[src/rtl/fcs_pkg.sv]
// ----------------------------------------------------------------------------
// Fair credit semaphore package
// Shared constants, codes, types and the saturation helper of the block.
// ----------------------------------------------------------------------------
package fcs_pkg;

  localparam int IdPortW        = 8;
  localparam int CountW         = 16;
  localparam int FreeW          = 18;
  localparam int MaxResults     = 16;
  localparam int CntW           = 5;
  localparam int DefQueueDepth  = 16;
  localparam int DefIdBits      = 8;

  localparam logic signed [FreeW:0] FreeMin = -19'sd65536;
  localparam logic signed [FreeW:0] FreeMax = 19'sd131071;

  typedef enum logic [1:0] {
    REQ_ACQUIRE = 2'd0,
    REQ_RELEASE = 2'd1,
    REQ_TICK    = 2'd2,
    REQ_NONE    = 2'd3
  } req_type_e;

  typedef enum logic [1:0] {
    EV_STATUS  = 2'd0,
    EV_GRANT   = 2'd1,
    EV_TIMEOUT = 2'd2,
    EV_REJECT  = 2'd3
  } event_kind_e;

  typedef struct packed {
    logic                     push;
    logic                     finish;
    event_kind_e              kind;
    logic [IdPortW-1:0]       who;
    logic signed [FreeW-1:0]  free;
  } fcs_evt_t;

  typedef struct packed {
    logic push_ok;
    logic fin_ok;
  } fcs_ostat_t;

  function automatic logic signed [FreeW-1:0] fcs_clamp(input logic signed [FreeW:0] v);
    logic signed [FreeW-1:0] r;
    if (v < FreeMin) begin
      r = FreeMin[FreeW-1:0];
    end else if (v > FreeMax) begin
      r = FreeMax[FreeW-1:0];
    end else begin
      r = v[FreeW-1:0];
    end
    return r;
  endfunction

endpackage

[src/rtl/fcs_ram.sv]
// ----------------------------------------------------------------------------
// Generic simple dual-port RAM
// One write port and one read port with registered read data.
// ----------------------------------------------------------------------------
module fcs_ram #(
  parameter int WIDTH = 40,
  parameter int DEPTH = 16
) (
  input  logic                     clk_i,
  input  logic                     we_i,
  input  logic [$clog2(DEPTH)-1:0] waddr_i,
  input  logic [WIDTH-1:0]         wdata_i,
  input  logic                     re_i,
  input  logic [$clog2(DEPTH)-1:0] raddr_i,
  output logic [WIDTH-1:0]         rdata_o
);

  logic [WIDTH-1:0] mem_q [DEPTH];
  logic [WIDTH-1:0] rdata_q;

  always_ff @(posedge clk_i) begin
    if (we_i) begin
      mem_q[waddr_i] <= wdata_i;
    end
    if (re_i) begin
      rdata_q <= mem_q[raddr_i];
    end
  end

  assign rdata_o = rdata_q;

endmodule

[src/rtl/fcs_out_stage.sv]
// ----------------------------------------------------------------------------
// Result output stage
// Holds the latest event until the next one shows whether it is the final
// one, and drives the registered result channel.
// ----------------------------------------------------------------------------
module fcs_out_stage #(
  parameter int QUEUE_DEPTH = fcs_pkg::DefQueueDepth
) (
  input  logic                                    clk_i,
  input  logic                                    rst_ni,
  input  fcs_pkg::fcs_evt_t                       evt_i,
  input  logic [$clog2(QUEUE_DEPTH+1)-1:0]        wcount_i,
  output fcs_pkg::fcs_ostat_t                     ostat_o,
  output logic                                    out_valid_o,
  input  logic                                    out_stall_i,
  output logic [1:0]                              event_kind_o,
  output logic [fcs_pkg::IdPortW-1:0]             event_requester_o,
  output logic signed [fcs_pkg::FreeW-1:0]        free_credits_o,
  output logic [$clog2(QUEUE_DEPTH+1)-1:0]        waiting_count_o,
  output logic                                    last_o
);

  localparam int LenW = $clog2(QUEUE_DEPTH + 1);

  logic                             pend_v_q, pend_v_d;
  fcs_pkg::event_kind_e             pend_kind_q;
  logic [fcs_pkg::IdPortW-1:0]      pend_who_q;
  logic signed [fcs_pkg::FreeW-1:0] pend_free_q;
  logic [LenW-1:0]                  pend_wc_q;

  logic                             out_v_q, out_v_d;
  fcs_pkg::event_kind_e             out_kind_q;
  logic [fcs_pkg::IdPortW-1:0]      out_who_q;
  logic signed [fcs_pkg::FreeW-1:0] out_free_q;
  logic [LenW-1:0]                  out_wc_q;
  logic                             out_last_q;

  logic out_room;
  logic do_push;
  logic do_fin;
  logic load_out;

  assign out_room        = !out_v_q || !out_stall_i;
  assign ostat_o.push_ok = !pend_v_q || out_room;
  assign ostat_o.fin_ok  = out_room;
  assign do_push         = evt_i.push;
  assign do_fin          = evt_i.finish && out_room;
  assign load_out        = do_fin || (do_push && pend_v_q);

  always_comb begin
    pend_v_d = pend_v_q;
    if (do_fin) begin
      pend_v_d = 1'b0;
    end else if (do_push) begin
      pend_v_d = 1'b1;
    end
    out_v_d = out_v_q && out_stall_i;
    if (load_out) begin
      out_v_d = 1'b1;
    end
  end

  always_ff @(posedge clk_i or negedge rst_ni) begin
    if (!rst_ni) begin
      pend_v_q <= 1'b0;
      out_v_q  <= 1'b0;
    end else begin
      pend_v_q <= pend_v_d;
      out_v_q  <= out_v_d;
    end
  end

  always_ff @(posedge clk_i) begin
    if (load_out) begin
      if (do_fin && !pend_v_q) begin
        out_kind_q <= evt_i.kind;
        out_who_q  <= evt_i.who;
        out_free_q <= evt_i.free;
        out_wc_q   <= wcount_i;
      end else begin
        out_kind_q <= pend_kind_q;
        out_who_q  <= pend_who_q;
        out_free_q <= pend_free_q;
        out_wc_q   <= pend_wc_q;
      end
      out_last_q <= do_fin;
    end
    if (do_push) begin
      pend_kind_q <= evt_i.kind;
      pend_who_q  <= evt_i.who;
      pend_free_q <= evt_i.free;
      pend_wc_q   <= wcount_i;
    end
  end

  assign out_valid_o       = out_v_q;
  assign event_kind_o      = out_kind_q;
  assign event_requester_o = out_who_q;
  assign free_credits_o    = out_free_q;
  assign waiting_count_o   = out_wc_q;
  assign last_o            = out_last_q;

endmodule

[src/rtl/fcs_ctrl.sv]
// ----------------------------------------------------------------------------
// Semaphore queue controller
// Keeps the credit pool and the circular waiter queue, runs the grant passes
// and the aging and expiry sweep over the queue memory.
// ----------------------------------------------------------------------------
module fcs_ctrl #(
  parameter int QUEUE_DEPTH = fcs_pkg::DefQueueDepth,
  parameter int ID_BITS     = fcs_pkg::DefIdBits,
  parameter int ENT_W       = 40
) (
  input  logic                                clk_i,
  input  logic                                rst_ni,
  input  logic                                cfg_we_i,
  input  logic [fcs_pkg::CountW-1:0]          total_permits_i,
  input  logic                                in_valid_i,
  output logic                                in_stall_o,
  input  logic [1:0]                          req_type_i,
  input  logic [fcs_pkg::IdPortW-1:0]         requester_id_i,
  input  logic [fcs_pkg::CountW-1:0]          permit_count_i,
  input  logic [fcs_pkg::CountW-1:0]          timeout_ticks_i,
  output logic                                ram_we_o,
  output logic [$clog2(QUEUE_DEPTH)-1:0]      ram_waddr_o,
  output logic [ENT_W-1:0]                    ram_wdata_o,
  output logic                                ram_re_o,
  output logic [$clog2(QUEUE_DEPTH)-1:0]      ram_raddr_o,
  input  logic [ENT_W-1:0]                    ram_rdata_i,
  output fcs_pkg::fcs_evt_t                   evt_o,
  output logic [$clog2(QUEUE_DEPTH+1)-1:0]    wcount_o,
  input  fcs_pkg::fcs_ostat_t                 ostat_i
);

  localparam int PtrW    = $clog2(QUEUE_DEPTH);
  localparam int LenW    = $clog2(QUEUE_DEPTH + 1);
  localparam int SumW    = PtrW + 1;
  localparam int IdW     = (ID_BITS < fcs_pkg::IdPortW) ? ID_BITS : fcs_pkg::IdPortW;
  localparam int IdPortW = fcs_pkg::IdPortW;
  localparam int CntW    = fcs_pkg::CntW;
  localparam int FreeW   = fcs_pkg::FreeW;
  localparam int CountW  = fcs_pkg::CountW;

  typedef enum logic [2:0] {
    ST_IDLE,
    ST_GRD,
    ST_GCHK,
    ST_SRD,
    ST_SPR,
    ST_FIN
  } state_e;

  state_e                   state_q, state_d;
  logic [PtrW-1:0]          hd_q, hd_d;
  logic [LenW-1:0]          len_q, len_d;
  logic signed [FreeW-1:0]  free_q, free_d;
  logic [CountW-1:0]        total_q, total_d;
  logic [CntW-1:0]          cnt_q, cnt_d;
  logic                     tick_q, tick_d;
  logic                     second_q, second_d;
  logic [PtrW-1:0]          rp_q, rp_d;
  logic [PtrW-1:0]          wp_q, wp_d;
  logic [LenW-1:0]          left_q, left_d;

  logic                     accept;
  fcs_pkg::req_type_e       req;
  logic [SumW-1:0]          tail_sum;
  logic [PtrW-1:0]          tail;
  logic signed [FreeW:0]    cfg_sum;
  logic signed [FreeW-1:0]  free_cfg;
  logic signed [FreeW:0]    rel_sum;
  logic [IdW-1:0]           rd_id;
  logic [CountW-1:0]        rd_perm;
  logic [CountW-1:0]        rd_rem;
  logic [CountW-1:0]        rem_new;
  logic                     grant_ok;
  logic signed [FreeW-1:0]  free_gr;
  logic                     budget_full;
  logic                     expire;

  function automatic logic [PtrW-1:0] ptr_inc(input logic [PtrW-1:0] p);
    logic [PtrW-1:0] r;
    if (p == PtrW'(QUEUE_DEPTH - 1)) begin
      r = '0;
    end else begin
      r = p + 1'b1;
    end
    return r;
  endfunction

  assign in_stall_o  = (state_q != ST_IDLE);
  assign accept      = in_valid_i && !in_stall_o;
  assign req         = fcs_pkg::req_type_e'(req_type_i);

  assign tail_sum    = SumW'(hd_q) + SumW'(len_q);
  assign tail        = (tail_sum >= SumW'(QUEUE_DEPTH)) ?
                       PtrW'(tail_sum - SumW'(QUEUE_DEPTH)) : PtrW'(tail_sum);

  assign cfg_sum     = {free_q[FreeW-1], free_q} + $signed({3'b000, total_permits_i})
                       - $signed({3'b000, total_q});
  assign free_cfg    = cfg_we_i ? fcs_pkg::fcs_clamp(cfg_sum) : free_q;
  assign rel_sum     = {free_cfg[FreeW-1], free_cfg} + $signed({3'b000, permit_count_i});

  assign rd_id       = ram_rdata_i[ENT_W-1 -: IdW];
  assign rd_perm     = ram_rdata_i[2*CountW-1:CountW];
  assign rd_rem      = ram_rdata_i[CountW-1:0];
  assign rem_new     = (tick_q && rd_rem != '0) ? rd_rem - 1'b1 : rd_rem;

  assign grant_ok    = free_q >= $signed({2'b00, rd_perm});
  assign free_gr     = free_q - $signed({2'b00, rd_perm});
  assign budget_full = (cnt_q == CntW'(fcs_pkg::MaxResults));
  assign expire      = (rem_new == '0) && !budget_full;

  always_comb begin
    state_d     = state_q;
    hd_d        = hd_q;
    len_d       = len_q;
    free_d      = free_q;
    total_d     = total_q;
    cnt_d       = cnt_q;
    tick_d      = tick_q;
    second_d    = second_q;
    rp_d        = rp_q;
    wp_d        = wp_q;
    left_d      = left_q;
    ram_we_o    = 1'b0;
    ram_waddr_o = wp_q;
    ram_wdata_o = {rd_id, rd_perm, rem_new};
    ram_re_o    = 1'b0;
    ram_raddr_o = hd_q;
    evt_o       = '0;
    evt_o.free  = free_q;
    wcount_o    = len_q;

    unique case (state_q)
      ST_IDLE: begin
        if (cfg_we_i) begin
          free_d  = free_cfg;
          total_d = total_permits_i;
        end
        if (accept) begin
          cnt_d    = '0;
          tick_d   = (req == fcs_pkg::REQ_TICK);
          second_d = 1'b0;
          state_d  = ST_GRD;
          unique case (req)
            fcs_pkg::REQ_ACQUIRE: begin
              if (len_q == LenW'(QUEUE_DEPTH)) begin
                evt_o.push = 1'b1;
                evt_o.kind = fcs_pkg::EV_REJECT;
                evt_o.who  = IdPortW'(requester_id_i[IdW-1:0]);
                cnt_d      = CntW'(1);
              end else begin
                ram_we_o    = 1'b1;
                ram_waddr_o = tail;
                ram_wdata_o = {requester_id_i[IdW-1:0], permit_count_i, timeout_ticks_i};
                len_d       = len_q + 1'b1;
              end
            end
            fcs_pkg::REQ_RELEASE: begin
              free_d = fcs_pkg::fcs_clamp(rel_sum);
            end
            fcs_pkg::REQ_TICK: begin
            end
            fcs_pkg::REQ_NONE: begin
            end
          endcase
        end
      end

      ST_GRD: begin
        if (len_q == '0 || budget_full) begin
          if (second_q) begin
            state_d = ST_FIN;
          end else begin
            rp_d    = hd_q;
            wp_d    = hd_q;
            left_d  = len_q;
            state_d = ST_SRD;
          end
        end else begin
          ram_re_o    = 1'b1;
          ram_raddr_o = hd_q;
          state_d     = ST_GCHK;
        end
      end

      ST_GCHK: begin
        if (grant_ok) begin
          if (ostat_i.push_ok) begin
            evt_o.push = 1'b1;
            evt_o.kind = fcs_pkg::EV_GRANT;
            evt_o.who  = IdPortW'(rd_id);
            evt_o.free = free_gr;
            wcount_o   = len_q - 1'b1;
            free_d     = free_gr;
            hd_d       = ptr_inc(hd_q);
            len_d      = len_q - 1'b1;
            cnt_d      = cnt_q + 1'b1;
            state_d    = ST_GRD;
          end
        end else if (second_q) begin
          state_d = ST_FIN;
        end else begin
          rp_d    = hd_q;
          wp_d    = hd_q;
          left_d  = len_q;
          state_d = ST_SRD;
        end
      end

      ST_SRD: begin
        if (left_q == '0) begin
          second_d = 1'b1;
          state_d  = ST_GRD;
        end else begin
          ram_re_o    = 1'b1;
          ram_raddr_o = rp_q;
          state_d     = ST_SPR;
        end
      end

      ST_SPR: begin
        if (expire) begin
          if (ostat_i.push_ok) begin
            evt_o.push = 1'b1;
            evt_o.kind = fcs_pkg::EV_TIMEOUT;
            evt_o.who  = IdPortW'(rd_id);
            wcount_o   = len_q - 1'b1;
            len_d      = len_q - 1'b1;
            cnt_d      = cnt_q + 1'b1;
            rp_d       = ptr_inc(rp_q);
            left_d     = left_q - 1'b1;
            state_d    = ST_SRD;
          end
        end else begin
          ram_we_o    = 1'b1;
          ram_waddr_o = wp_q;
          wp_d        = ptr_inc(wp_q);
          rp_d        = ptr_inc(rp_q);
          left_d      = left_q - 1'b1;
          state_d     = ST_SRD;
        end
      end

      ST_FIN: begin
        evt_o.finish = ostat_i.fin_ok;
        evt_o.kind   = fcs_pkg::EV_STATUS;
        if (ostat_i.fin_ok) begin
          state_d = ST_IDLE;
        end
      end

      default: begin
        state_d = ST_IDLE;
      end
    endcase
  end

  always_ff @(posedge clk_i or negedge rst_ni) begin
    if (!rst_ni) begin
      state_q  <= ST_IDLE;
      hd_q     <= '0;
      len_q    <= '0;
      free_q   <= '0;
      total_q  <= '0;
      cnt_q    <= '0;
      tick_q   <= 1'b0;
      second_q <= 1'b0;
      rp_q     <= '0;
      wp_q     <= '0;
      left_q   <= '0;
    end else begin
      state_q  <= state_d;
      hd_q     <= hd_d;
      len_q    <= len_d;
      free_q   <= free_d;
      total_q  <= total_d;
      cnt_q    <= cnt_d;
      tick_q   <= tick_d;
      second_q <= second_d;
      rp_q     <= rp_d;
      wp_q     <= wp_d;
      left_q   <= left_d;
    end
  end

endmodule

[src/rtl/fair_fifo_credit_semaphore_top.sv]
// ----------------------------------------------------------------------------
// Fair FIFO credit semaphore
// Counting semaphore with a first-in first-out queue of waiters and timeouts.
// ----------------------------------------------------------------------------
// One transaction at a time is processed. An acquire enters the tail of a
// circular queue held in one synchronous RAM, or is rejected if the queue is
// full, a release returns credits, and a tick ages the waiters. Every
// transaction then grants head waiters while the free credits cover them,
// sweeps the queue once to remove expired waiters (aging them on a tick), and
// grants again, reporting each event as one result with the final result of
// the transaction marked by last_o. Each entry visited by the sweep is read,
// updated and written back in turn.
// The input stall is raised from acceptance until the final result has been
// handed to the output register.
// ----------------------------------------------------------------------------
module fair_fifo_credit_semaphore_top #(
  parameter int QUEUE_DEPTH = fcs_pkg::DefQueueDepth,
  parameter int ID_BITS     = fcs_pkg::DefIdBits
) (
  input  logic                                  clk_i,
  input  logic                                  rst_ni,
  input  logic                                  cfg_we_i,
  input  logic [fcs_pkg::CountW-1:0]            total_permits_i,
  input  logic                                  in_valid_i,
  output logic                                  in_stall_o,
  input  logic [1:0]                            req_type_i,
  input  logic [fcs_pkg::IdPortW-1:0]           requester_id_i,
  input  logic [fcs_pkg::CountW-1:0]            permit_count_i,
  input  logic [fcs_pkg::CountW-1:0]            timeout_ticks_i,
  output logic                                  out_valid_o,
  input  logic                                  out_stall_i,
  output logic [1:0]                            event_kind_o,
  output logic [fcs_pkg::IdPortW-1:0]           event_requester_o,
  output logic signed [fcs_pkg::FreeW-1:0]      free_credits_o,
  output logic [$clog2(QUEUE_DEPTH+1)-1:0]      waiting_count_o,
  output logic                                  last_o
);

  localparam int PtrW  = $clog2(QUEUE_DEPTH);
  localparam int LenW  = $clog2(QUEUE_DEPTH + 1);
  localparam int IdW   = (ID_BITS < fcs_pkg::IdPortW) ? ID_BITS : fcs_pkg::IdPortW;
  localparam int EntW  = IdW + 2 * fcs_pkg::CountW;

  logic                 ram_we;
  logic [PtrW-1:0]      ram_waddr;
  logic [EntW-1:0]      ram_wdata;
  logic                 ram_re;
  logic [PtrW-1:0]      ram_raddr;
  logic [EntW-1:0]      ram_rdata;
  fcs_pkg::fcs_evt_t    evt;
  fcs_pkg::fcs_ostat_t  ostat;
  logic [LenW-1:0]      wcount;

  fcs_ram #(
    .WIDTH (EntW),
    .DEPTH (QUEUE_DEPTH)
  ) u_queue_ram (
    .clk_i   (clk_i),
    .we_i    (ram_we),
    .waddr_i (ram_waddr),
    .wdata_i (ram_wdata),
    .re_i    (ram_re),
    .raddr_i (ram_raddr),
    .rdata_o (ram_rdata)
  );

  fcs_ctrl #(
    .QUEUE_DEPTH (QUEUE_DEPTH),
    .ID_BITS     (ID_BITS),
    .ENT_W       (EntW)
  ) u_ctrl (
    .clk_i           (clk_i),
    .rst_ni          (rst_ni),
    .cfg_we_i        (cfg_we_i),
    .total_permits_i (total_permits_i),
    .in_valid_i      (in_valid_i),
    .in_stall_o      (in_stall_o),
    .req_type_i      (req_type_i),
    .requester_id_i  (requester_id_i),
    .permit_count_i  (permit_count_i),
    .timeout_ticks_i (timeout_ticks_i),
    .ram_we_o        (ram_we),
    .ram_waddr_o     (ram_waddr),
    .ram_wdata_o     (ram_wdata),
    .ram_re_o        (ram_re),
    .ram_raddr_o     (ram_raddr),
    .ram_rdata_i     (ram_rdata),
    .evt_o           (evt),
    .wcount_o        (wcount),
    .ostat_i         (ostat)
  );

  fcs_out_stage #(
    .QUEUE_DEPTH (QUEUE_DEPTH)
  ) u_out_stage (
    .clk_i             (clk_i),
    .rst_ni            (rst_ni),
    .evt_i             (evt),
    .wcount_i          (wcount),
    .ostat_o           (ostat),
    .out_valid_o       (out_valid_o),
    .out_stall_i       (out_stall_i),
    .event_kind_o      (event_kind_o),
    .event_requester_o (event_requester_o),
    .free_credits_o    (free_credits_o),
    .waiting_count_o   (waiting_count_o),
    .last_o            (last_o)
  );

endmodule
[config.mk]
export PLATFORM = sky130hd
export DESIGN_NAME = fair_fifo_credit_semaphore_top
export DESIGN_NICKNAME = d
export VERILOG_FILES = /design/src/rtl/fcs_pkg.sv /design/src/rtl/fcs_ram.sv /design/src/rtl/fcs_out_stage.sv /design/src/rtl/fcs_ctrl.sv /design/src/rtl/fair_fifo_credit_semaphore_top.sv
export SDC_FILE = /design/constraint.sdc
export NUM_CORES = 1
export LEC_CHECK = 0
export ABC_AREA = 1
export ABC_CLOCK_PERIOD_IN_PS = 5000
export BUFFER_PORTS_ARGS = -buffer_cell sky130_fd_sc_hd__buf_2
export CAP_MARGIN = 20
export CORE_UTILIZATION = 55
export CTS_BUF_LIST = sky130_fd_sc_hd__clkbuf_2 sky130_fd_sc_hd__clkbuf_4 sky130_fd_sc_hd__clkbuf_8
export CTS_CLUSTER_DIAMETER = 150
export CTS_CLUSTER_SIZE = 10
export DETAILED_ROUTE_END_ITERATION = 7
export PLACE_DENSITY = 0.76
export SYNTH_ARGS = -nofsm -noshare
export SYNTH_HDL_FRONTEND = slang
export SYNTH_SLANG_ARGS = --single-unit
[constraint.sdc]
create_clock -name clk_i -period 5 [get_ports clk_i]
set_clock_uncertainty 0.2 [all_clocks]
set_input_delay 1.5 -clock clk_i [delete_from_list [all_inputs] [get_ports clk_i]]
set_output_delay 1.5 -clock clk_i [all_outputs]
set_load 0.05 [all_outputs]
After elaboration in Yosys (flattened, before gate mapping)
Memory sizes are Yosys's and may differ from the RTL's. A register that Yosys moved wholly into a read port is not among the register bits.
Cells that the tools add are included.
{ "totals": {"reg_bits": 135, "output_inout_bits": 36, "elab_cells": 212, "ram_bits": 640, "memories": 1} }
{ "memory_table": {"columns": ["memory", "depth", "width", "read_ports", "rd_ports_with_merged_regs", "wr", "line_no", "rtl"], "rows": [
  ["u_queue_ram.mem_q", 16, 40, 1, 1, 1, "fcs_ram.sv:18", "logic [WIDTH-1:0] mem_q [DEPTH];"]
]} }
{ "classes": {"mux": 106, "addsub": 14, "n_reduce_logical": 38, "order_cmp": 6, "n_eq_ne": 25} }
{ "ops": {"columns": ["operator", "n"], "rows": [
  ["18-bit two-way mux", 12],
  ["40-bit two-way mux", 4],
  ["5-bit two-way mux", 17],
  ["4-bit two-way mux", 19],
  ["27-bit two-way mux", 2],
  ["10-bit two-way mux", 5],
  ["5-bit case mux with 3 select lines", 3],
  ["18-bit by 17-bit adder with 19-bit output", 2],
  ["19-bit by 18-bit > comparator with 1-bit output, second input constant", 2],
  ["19-bit by 17-bit less-than comparator with 1-bit output, second input constant", 2],
  ["18-bit case mux with 2 select lines", 1],
  ["3-bit two-way mux", 9],
  ["4-bit case mux with 3 select lines", 2],
  ["8-bit case mux with 3 select lines", 1],
  ["1-bit two-way mux", 21],
  ["4-bit AND reduction", 5],
  ["19-bit by 16-bit subtractor with 19-bit output", 1],
  ["18-bit by 17-bit >= comparator with 1-bit output", 1],
  ["3-bit case mux with 6 select lines", 1],
  ["18-bit by 17-bit subtractor with 18-bit output", 1],
  ["16-bit zero test", 1],
  ["16-bit two-way mux", 1],
  ["16-bit nonzero test", 1],
  ["16-bit by 1-bit subtractor with 16-bit output, second input constant", 1],
  ["32 further kinds", 74]
]} }

Depth between registers and ports, before layout
Gate-level depths: netlist (run 1).
{ "logic_depth": {"depth_word": 13, "depth_mapped": 36, "mapped_depth_nobuf": 34} }

Hierarchy
A second synthesis (run 1) with hierarchy kept.
{ "unflattened": {"hier_cells": 4325, "area_unflattened_um2": 40496.3} }
{ "by_module_without_submodules": {"columns": ["module", "instances", "area_each_um2", "cells_per_inst", "seq_area_each_um2"], "rows": [
  ["fcs_ram", 1, 28718.8, 2643, 20419.6],
  ["fcs_ctrl", 1, 9103.7, 1488, 1651.6],
  ["fcs_out_stage", 1, 2673.8, 194, 2062.0]
]} }

Least setup slack after synthesis (run 1)
Ideal clock, no wire load.
{ "synth_path": {"path_kind": "input port to flip-flop", "startpoint": "input total_permits_i[8] in the netlist's numbering", "endpoint": "register u_ctrl.free_q[10]", "required_time_ns": 4.723, "stages": 30, "setup_slack_ns": -0.883, "t_arrival_ns": 5.606, "cell_sequence": "inv_1 > fa_1 > inv_1 > ha_1 > nand2_1 > nor2_1 > nand2_1 > nor2_1 > nand2_1 > nand3_1 > nand2_1 > nand3_1 > clkbuf_1 > nand2_1 > nand3_1 > o21ai_0 > ha_1 > a21oi_1 > nand2_1 > nand2_1 > nand2_1 > nand3_1 > nand2_1 > a21o_1 > o211ai_1 > buf_4 > nand2_1 > nand2_1 > nand2_1 > a21oi_1"} }
{ "synth_between": {"elab_chain_len": 13, "word_cells_on_any_way": 16, "cone_classes": "add/sub: 3; order compare: 4; mux: 9"} }
{ "synth_lines": {"columns": ["element", "line_no", "rtl"], "rows": [
  ["start, declared", "fair_fifo_credit_semaphore_top.sv:23", "input logic [fcs_pkg::CountW-1:0] total_permits_i,"],
  ["18-bit by 17-bit adder with 19-bit output *", "fcs_ctrl.sv:96", "assign cfg_sum = {free_q[FreeW-1], free_q} + $signed({3'b000, total_permits_i})"],
  ["19-bit by 16-bit subtractor with 19-bit output *", "fcs_ctrl.sv:97", "- $signed({3'b000, total_q});"],
  ["19-bit by 18-bit > comparator with 1-bit output", "fcs_pkg.sv:49", "end else if (v > FreeMax) begin"],
  ["18-bit two-way mux", "fcs_pkg.sv:49", null],
  ["18-bit two-way mux *", "fcs_pkg.sv:47", "if (v < FreeMin) begin"],
  ["18-bit two-way mux *", "fcs_ctrl.sv:98", "assign free_cfg = cfg_we_i ? fcs_pkg::fcs_clamp(cfg_sum) : free_q;"],
  ["18-bit by 17-bit adder with 19-bit output", "fcs_ctrl.sv:99", "assign rel_sum = {free_cfg[FreeW-1], free_cfg} + $signed({3'b000, permit_count_i});"],
  ["19-bit by 18-bit > comparator with 1-bit output", "fcs_pkg.sv:49", null],
  ["18-bit two-way mux", "fcs_pkg.sv:49", null],
  ["18-bit two-way mux", "fcs_pkg.sv:47", null],
  ["18-bit two-way mux", "fcs_ctrl.sv:143", "unique case (req)"],
  ["18-bit two-way mux *", "fcs_ctrl.sv:138", "if (accept) begin"],
  ["18-bit case mux with 2 select lines *", "fcs_ctrl.sv:132", "unique case (state_q)"],
  ["end signal, assigned", "fcs_ctrl.sv:274", "free_q <= free_d;"],
  ["end, declared", "fcs_ctrl.sv:53", "logic signed [FreeW-1:0] free_q, free_d;"]
]} }
Mark *: on every way between the ends. The rest lies on a longest branch, timed or not.
A chain may end at the register's enable or synchronous reset.

Worst setup path in the final report (run 1)
{ "layout_path": {"startpoint": "input total_permits_i[2] in the netlist's numbering", "endpoint": "register u_ctrl.free_q[0]"} }
Same word-level chain as after synthesis.

==> results.toml, run 1 <==
[synthesis]
syn-cell-area_um2 = 37400
syn-mean-instance-area_um2 = 10.8
async_flop_share = 0.0834
syn_inst = 3469
seq_area_frac_synth = 0.646
yosysWarningCount = 0
synth_ff_type = "edfxtp_1"
ys_ff_latch = 815
ys_types = 51
syn_nets = 3618
synth_edf_count = 747

[clock_network]
clk_pin_slew_ns = 0.08
cts_buffers = 91
cts_buffer_depth = 3
cts_max_level = 3
cts_sinks = 815
postCtsHoldBufs = 0
cts_tree = "yes"
root_buffer = "clkbuf_8"
clock_latency_ns = 0.72

[timing]
fin_hold_ws_ns = 0.303
slew_violations = 0
setup_ws_ns = -0.181
slew_headroom = 0.251
setup_tns_ns = -2.34
period_share = 1.04
finalCriticalPeriod_ns = 5.18
worst_pin_slew_ns = 1.12
rsz0062_at_grt = "yes"
final-setup-viol-count = 17
max_freq_ghz = 0.193
hold_viol = 0

[route]
top_layer = "met4"
final_antenna_net_count = 0
wl_met1_um = 39400
vias_per_cell = 5.99
route.met3.wl_um = 9870
dr_wl_met2_um = 46500
vias = 27700
drc = 0
wl_per_cell_um = 21.4
initialDrtViolationCount = 3395
dr.pass1.iters = 8
routed_wl_um = 99100

[worst_setup_path]
crit_path_start_kind = "input pin"
crit_start = "total_permits_i[2]"
end_kind = "flip-flop"
max_stage_delay_ns = 0.52
crit_top_cell = "nand2_2"
crit_arrival_ns = 5.63
regToRegSetupSlack_ns = 0.08
critPathRequiredTime_ns = 5.45
worst_r2r_endpoint = "u_ctrl.free_q[0]$_DFFE_PN0P_"
worstRegToRegCells = 33
crit_type = "in -> reg"
regToRegStartpoint = "u_ctrl.free_q[2]$_DFFE_PN0P_"
crit_path_end = "u_ctrl.free_q[0]$_DFFE_PN0P_"
slowest_stage = "fa_1"
cp_max_fo = 8

[layout]
final-seq-area_um2 = 24100
layout_commonest_cell = "edfxtp_1"
area_growth_pct = 15.1
final_cell_mix = "747 x edfxtp_1, 523 x o21ai_0, 470 x nor2_1, 457 x nand2_1, 212 x inv_1"
multi_input_area_um2 = 12700
fillerInstances = 5006
drive_gt1_frac = 0.188
final_nets = 3860

[die]
core.rowCount = 95
start_util = 0.556
io_pins = 99
fp.dieH_um = 263
core-area_um2 = 67200
die_x_um = 263
die-area_um2 = 69000

[placed_design]
dp_hpwl_um = 60100
place_congestion = 0.934
numPortBuffers = 98

[pwr]
leakage_nw = 15.4
p_per_area_nw_per_um2 = 362
ir_worst_vdd_uv = 245

[flow_run]
maxCapViolCount = 0

[outcome]
violations = "negative setup slack"
status = "finished with violations"

[grt]
grt_first_pass_wirelength_um = 149000
antenna_found_initial = 4
grt_max_degree = 165
grt_use_total = 0.281
grt_pass1_vias = 25800
grt_overflow = 0

[min_path]
hold_path_depth = 2
min_path_type = "reg -> reg"
-- area by class of cell --
| cell class | count | share of cell area |
|---|---|---|
| Antenna cell | 1 | 0.0000582 |
| Sequential cell | 815 | 0.561 |
| Clock buffer | 125 | 0.0352 |
| Inverter | 246 | 0.0220 |
| Multi-Input combinational cell | 2233 | 0.295 |
| Clock inverter | 6 | 0.00160 |
| Timing Repair Buffer | 324 | 0.0587 |
| Tap cell | 873 | 0.0254 |
-- sequential cells by signal, summed over array words and instances (netlist names), 4 cells and up --
signal                         count
u_queue_ram.mem_q                640
u_queue_ram.rdata_o               40
u_ctrl.free_q                     18
u_out_stage.free_credits_o        18
u_out_stage.pend_free_q           18
u_ctrl.total_q                    16
u_out_stage.event_requester_o      8
u_out_stage.pend_who_q             8
u_ctrl.cnt_q                       5
u_ctrl.left_q                      5
u_ctrl.len_q                       5
u_out_stage.pend_wc_q              5
u_out_stage.waiting_count_o        5
u_ctrl.hd_q                        4
u_ctrl.rp_q                        4
u_ctrl.wp_q                        4
-- worst min path at each step --
stage / to / slack, ns / start
global placement: u_out_stage.event_kind_o[1]$_DFFE_PP_ / 0.28 / u_out_stage.pend_kind_q[1]$_DFFE_PP_
detailed placement: u_out_stage.event_kind_o[1]$_DFFE_PP_ / 0.29 / u_out_stage.pend_kind_q[1]$_DFFE_PP_
floorplan: u_ctrl.rp_q[3]$_DFFE_PN0P_ / 0.27 / u_ctrl.rp_q[3]$_DFFE_PN0P_
global route: u_out_stage.event_kind_o[0]$_DFFE_PP_ / 0.33 / u_out_stage.pend_kind_q[0]$_DFFE_PP_
CTS: u_out_stage.event_kind_o[1]$_DFFE_PP_ / 0.31 / u_out_stage.pend_kind_q[1]$_DFFE_PP_
finish: u_out_stage.event_kind_o[1]$_DFFE_PP_ / 0.30 / u_out_stage.pend_kind_q[1]$_DFFE_PP_
-- cells in the mapped netlist (all sizes together), types with 7 or more instances --
library cell / number / area [um2]
a31oi: 15 / 93.8
a21oi: 95 / 479
xor2: 35 / 307
nand2: 523 / 2010
clkbuf: 156 / 586
o22ai: 98 / 613
xnor2: 25 / 219
o211ai: 26 / 195
nand3: 132 / 678
o21ai: 564 / 2830
fa: 19 / 380
a21o: 9 / 67.6
edfxtp: 747 / 22400
nand4: 20 / 131
buf: 20 / 129
nor2: 506 / 1940
nor3: 13 / 80.1
dfrtp: 68 / 1700
inv: 246 / 926
ha: 67 / 838
or2: 7 / 43.8
o221ai: 63 / 552
-- per-layer routing --
metal	global-route usage	up-vias
met4	0.115	0
met2	0.442	1494
met5	0	-
met3	0.0468	232
met1	0.390	13200
li1	-	12700
-- per-stage QoR --
stage | util | std cells | worst slack, ns | cell area [um2] | total power, mW
2_1_floorplan | - | 3469 | -0.502 | 37700 | 9.58
5_1_grt | 0.640 | 4623 | -0.343 | 43000 | 16.2
6_report | 0.640 | 4623 | -0.181 | 43000 | 15.6
3_5_place_dp | 0.602 | 4462 | -0.901 | 40500 | 10.7
3_3_place_gp | 0.602 | 4460 | -0.865 | 40400 | 10.7
4_1_cts | 0.628 | 4602 | 0.00215 | 42200 | 15.0
-- logic make-up (layout without fill, tap and decap cells) --
family,Yosys count,count (layout),synth area share
compound gates,878,878,0.131
fa+ha+maj,86,86,0.0326
xor+xnor,60,60,0.0141
other cells,0,1,0
buf+inv,422,701,0.0439
flops,815,815,0.646
simple gates,1207,1208,0.132
mux,1,1,0.000301
-- power breakdown --
group | internal, mW | switching (mW)
Combinational | 1.75 | 2.08
Clock | 1.94 | 2.27
Sequential | 7.46 | 0.0526
-- worst max-delay path: cells and delay by family --
kind | cells | cell delay, ns
adders and majority gates | 3 | 1.06
buffers and inverters | 5 | 0.54
and+or+nand+nor | 21 | 1.74
AOI/OAI and AO/OA | 5 | 0.79
-- timing repair --
action / CTS / global route
setup endpoints to repair: 17 / 18
resized for setup: 27 / 129
setup buffers: 9 / 14
pin swaps: 15 / 75
cloned: 0 / 3
No activity file was read; power rests on OpenSTA's default activity.
==> run 2, diff against run 1 <==
Settings changed: ABC_CLOCK_PERIOD_IN_PS 5000 to 4400.
Clock period 5 ns to 4.4 ns, I/O delays scaled along.
==> results.toml, run 2 (same netlist as run 1, synthesis figures left out) <==
[outcome]
status = "finished with violations"
violations = "negative setup slack"

[clock_network]
clock_latency_ns = 0.73
cts_buffer_depth = 3
clk_pin_slew_ns = 0.08
cts_buffers = 91
root_buffer = "clkbuf_8"
cts_sinks = 815
cts_tree = "yes"
cts_max_level = 3

[pwr]
p_sw_frac = 0.288
leakage_nw = 15.8
switchingPower_mw = 5.23
combPwrFrac = 0.266
p_per_area_nw_per_um2 = 415
p_total_mw = 18.2
p_int_mw = 13.0
clock_power_share = 0.265
ir_worst_vdd_uv = 267
p_seq_frac = 0.469

[route]
dr.pass1.iters = 8
vias = 28100
final_antenna_net_count = 0
vias_per_cell = 5.99
initialDrtViolationCount = 3615
routed_wl_um = 99600
drc = 0
wl_per_cell_um = 21.2

[layout]
largest_reg_flops = 640
final_nets = 3928
fin_cells = 4691
multi_input_area_um2 = 12800
final-seq-area_um2 = 24100
top_register = "u_queue_ram.mem_q"
area_growth_pct = 17.2
final_cell_mix = "747 x edfxtp_1, 523 x o21ai_0, 469 x nor2_1, 448 x nand2_1, 253 x buf_4"
layout_commonest_cell = "edfxtp_1"
fillerInstances = 4911
drive_gt1_frac = 0.208

[min_path]
hp-start = "u_out_stage.pend_kind_q[0]$_DFFE_PP_"
min_path_type = "reg -> reg"
hold_path_depth = 2
worstHoldEndpoint = "u_out_stage.event_kind_o[0]$_DFFE_PP_"

[grt]
grt_first_pass_wirelength_um = 150000
grt_pass1_vias = 26300
grt_overflow = 0
grt_max_degree = 171
grt_use_total = 0.282
antenna_found_initial = 1

[placed_design]
placed_cells = 4529
dp_hpwl_um = 60800
numPortBuffers = 98
place_congestion = 0.958
pre_cts_ws_ns = -1.50

[worst_setup_path]
crit_top_cell = "nand2_2"
regToRegStartpoint = "u_ctrl.free_q[5]$_DFFE_PN0P_"
crit_arrival_ns = 5.48
slowest_stage = "fa_1"
max_stage_delay_ns = 0.52
regToRegSetupSlack_ns = -0.50
worst_r2r_endpoint = "u_ctrl.free_q[6]$_DFFE_PN0P_"
worstRegToRegCells = 30
end_kind = "flip-flop"
critPathRequiredTime_ns = 4.87
crit_path_start_kind = "input pin"
cp_max_fo = 7
crit_type = "in -> reg"

[die]
die-area_um2 = 69000
core.rowCount = 95
io_pins = 99
start_util = 0.556
core-area_um2 = 67200
fp.dieH_um = 263
die_x_um = 263

[flow_run]
maxCapViolCount = 0

[timing]
slew_headroom = 0.274
rsz0062_at_grt = "yes"
finalCriticalPeriod_ns = 5.01
final-setup-viol-count = 18
max_freq_ghz = 0.200
worst_pin_slew_ns = 1.08
period_share = 1.14
slew_violations = 0
setup_ws_ns = -0.609
hold_viol = 0
[run 2: cell types whose count changed in the layout (fill, tap and decap cells not counted), moves of 4 or more]
cell	change
a21oi_1	-8
a21oi_2	+4
a21oi_4	+4
buf_12	+15
buf_4	+50
buf_6	+5
inv_2	-4
nand2_1	-9
nand2_2	+7
nand3_1	-6
nand3_2	+4
[run 2: how the worst max path moves through the flow]
stage                  startpoint                       endpoint  slack (ns)  cells past startpoint
3_3_place_gp   total_permits_i[1]   u_ctrl.free_q[7]$_DFFE_PN0P_       -1.48                     31
6_report       total_permits_i[5]   u_ctrl.free_q[6]$_DFFE_PN0P_       -0.61                     31
5_1_grt        total_permits_i[5]   u_ctrl.free_q[6]$_DFFE_PN0P_       -0.78                     29
3_5_place_dp   total_permits_i[1]   u_ctrl.free_q[6]$_DFFE_PN0P_       -1.50                     31
4_1_cts        total_permits_i[1]   u_ctrl.free_q[6]$_DFFE_PN0P_       -0.37                     34
2_1_floorplan  total_permits_i[1]  u_ctrl.free_q[10]$_DFFE_PN0P_       -0.92                     29
[run 2: area by class of cell]
| type | count | area share |
|---|---|---|
| Sequential cell | 815 | 0.551 |
| Multi-Input combinational cell | 2232 | 0.293 |
| Timing Repair Buffer | 393 | 0.0728 |
| Clock buffer | 126 | 0.0350 |
| Tap cell | 873 | 0.0250 |
| Inverter | 246 | 0.0217 |
| Clock inverter | 5 | 0.00143 |
| Antenna cell | 1 | 0.0000572 |
[run 2: power by group through the flow]
| stage | clock, mW | combinational (mW) | sequential [mW] |
|---|---|---|---|
| after floorplan | 0 | 2.20 | 8.68 |
| after global placement | 0 | 3.69 | 8.69 |
| after detailed placement | 0 | 3.69 | 8.69 |
| after CTS | 4.87 | 4.16 | 8.52 |
| after global routing | 5.15 | 5.20 | 8.53 |
| final | 4.82 | 4.85 | 8.52 |
[run 2: layer usage]
metal / track usage / part of all wire / vias up
li1: - / - / 12900
met4: 0.102 / 0.027 / 0
met5: 0 / 0 / -
met3: 0.0547 / 0.10 / 199
met2: 0.448 / 0.47 / 1543
met1: 0.389 / 0.40 / 13500
[run 2: per-stage QoR]
stage,hold slack (ns),instance area [um2],util,setup TNS (ns)
floorplan,0.274,37800,-,-14.61
global placement,0.285,41100,0.613,-26.33
detailed placement,0.292,41100,0.613,-26.92
CTS,0.311,43200,0.643,-6.15
global route,0.336,43800,0.652,-13.07
finish,0.315,43800,0.652,-9.95
[run 2: worst max-delay path: cells and delay by family]
kind	cells	cell delay (ns)
AOI/OAI and AO/OA	5	0.87
adders and majority gates	3	1.06
and+or+nand+nor	18	1.70
buffers and inverters	5	0.52
[run 2: timing repair]
action                     CTS  global route
buffers inserted            16            10
setup endpoints to repair   18            18
gates resized for setup     87           107
hold buffers                 0             0
hold endpoints to repair     0             0
cloned                       2             0
pin swaps                   66            80
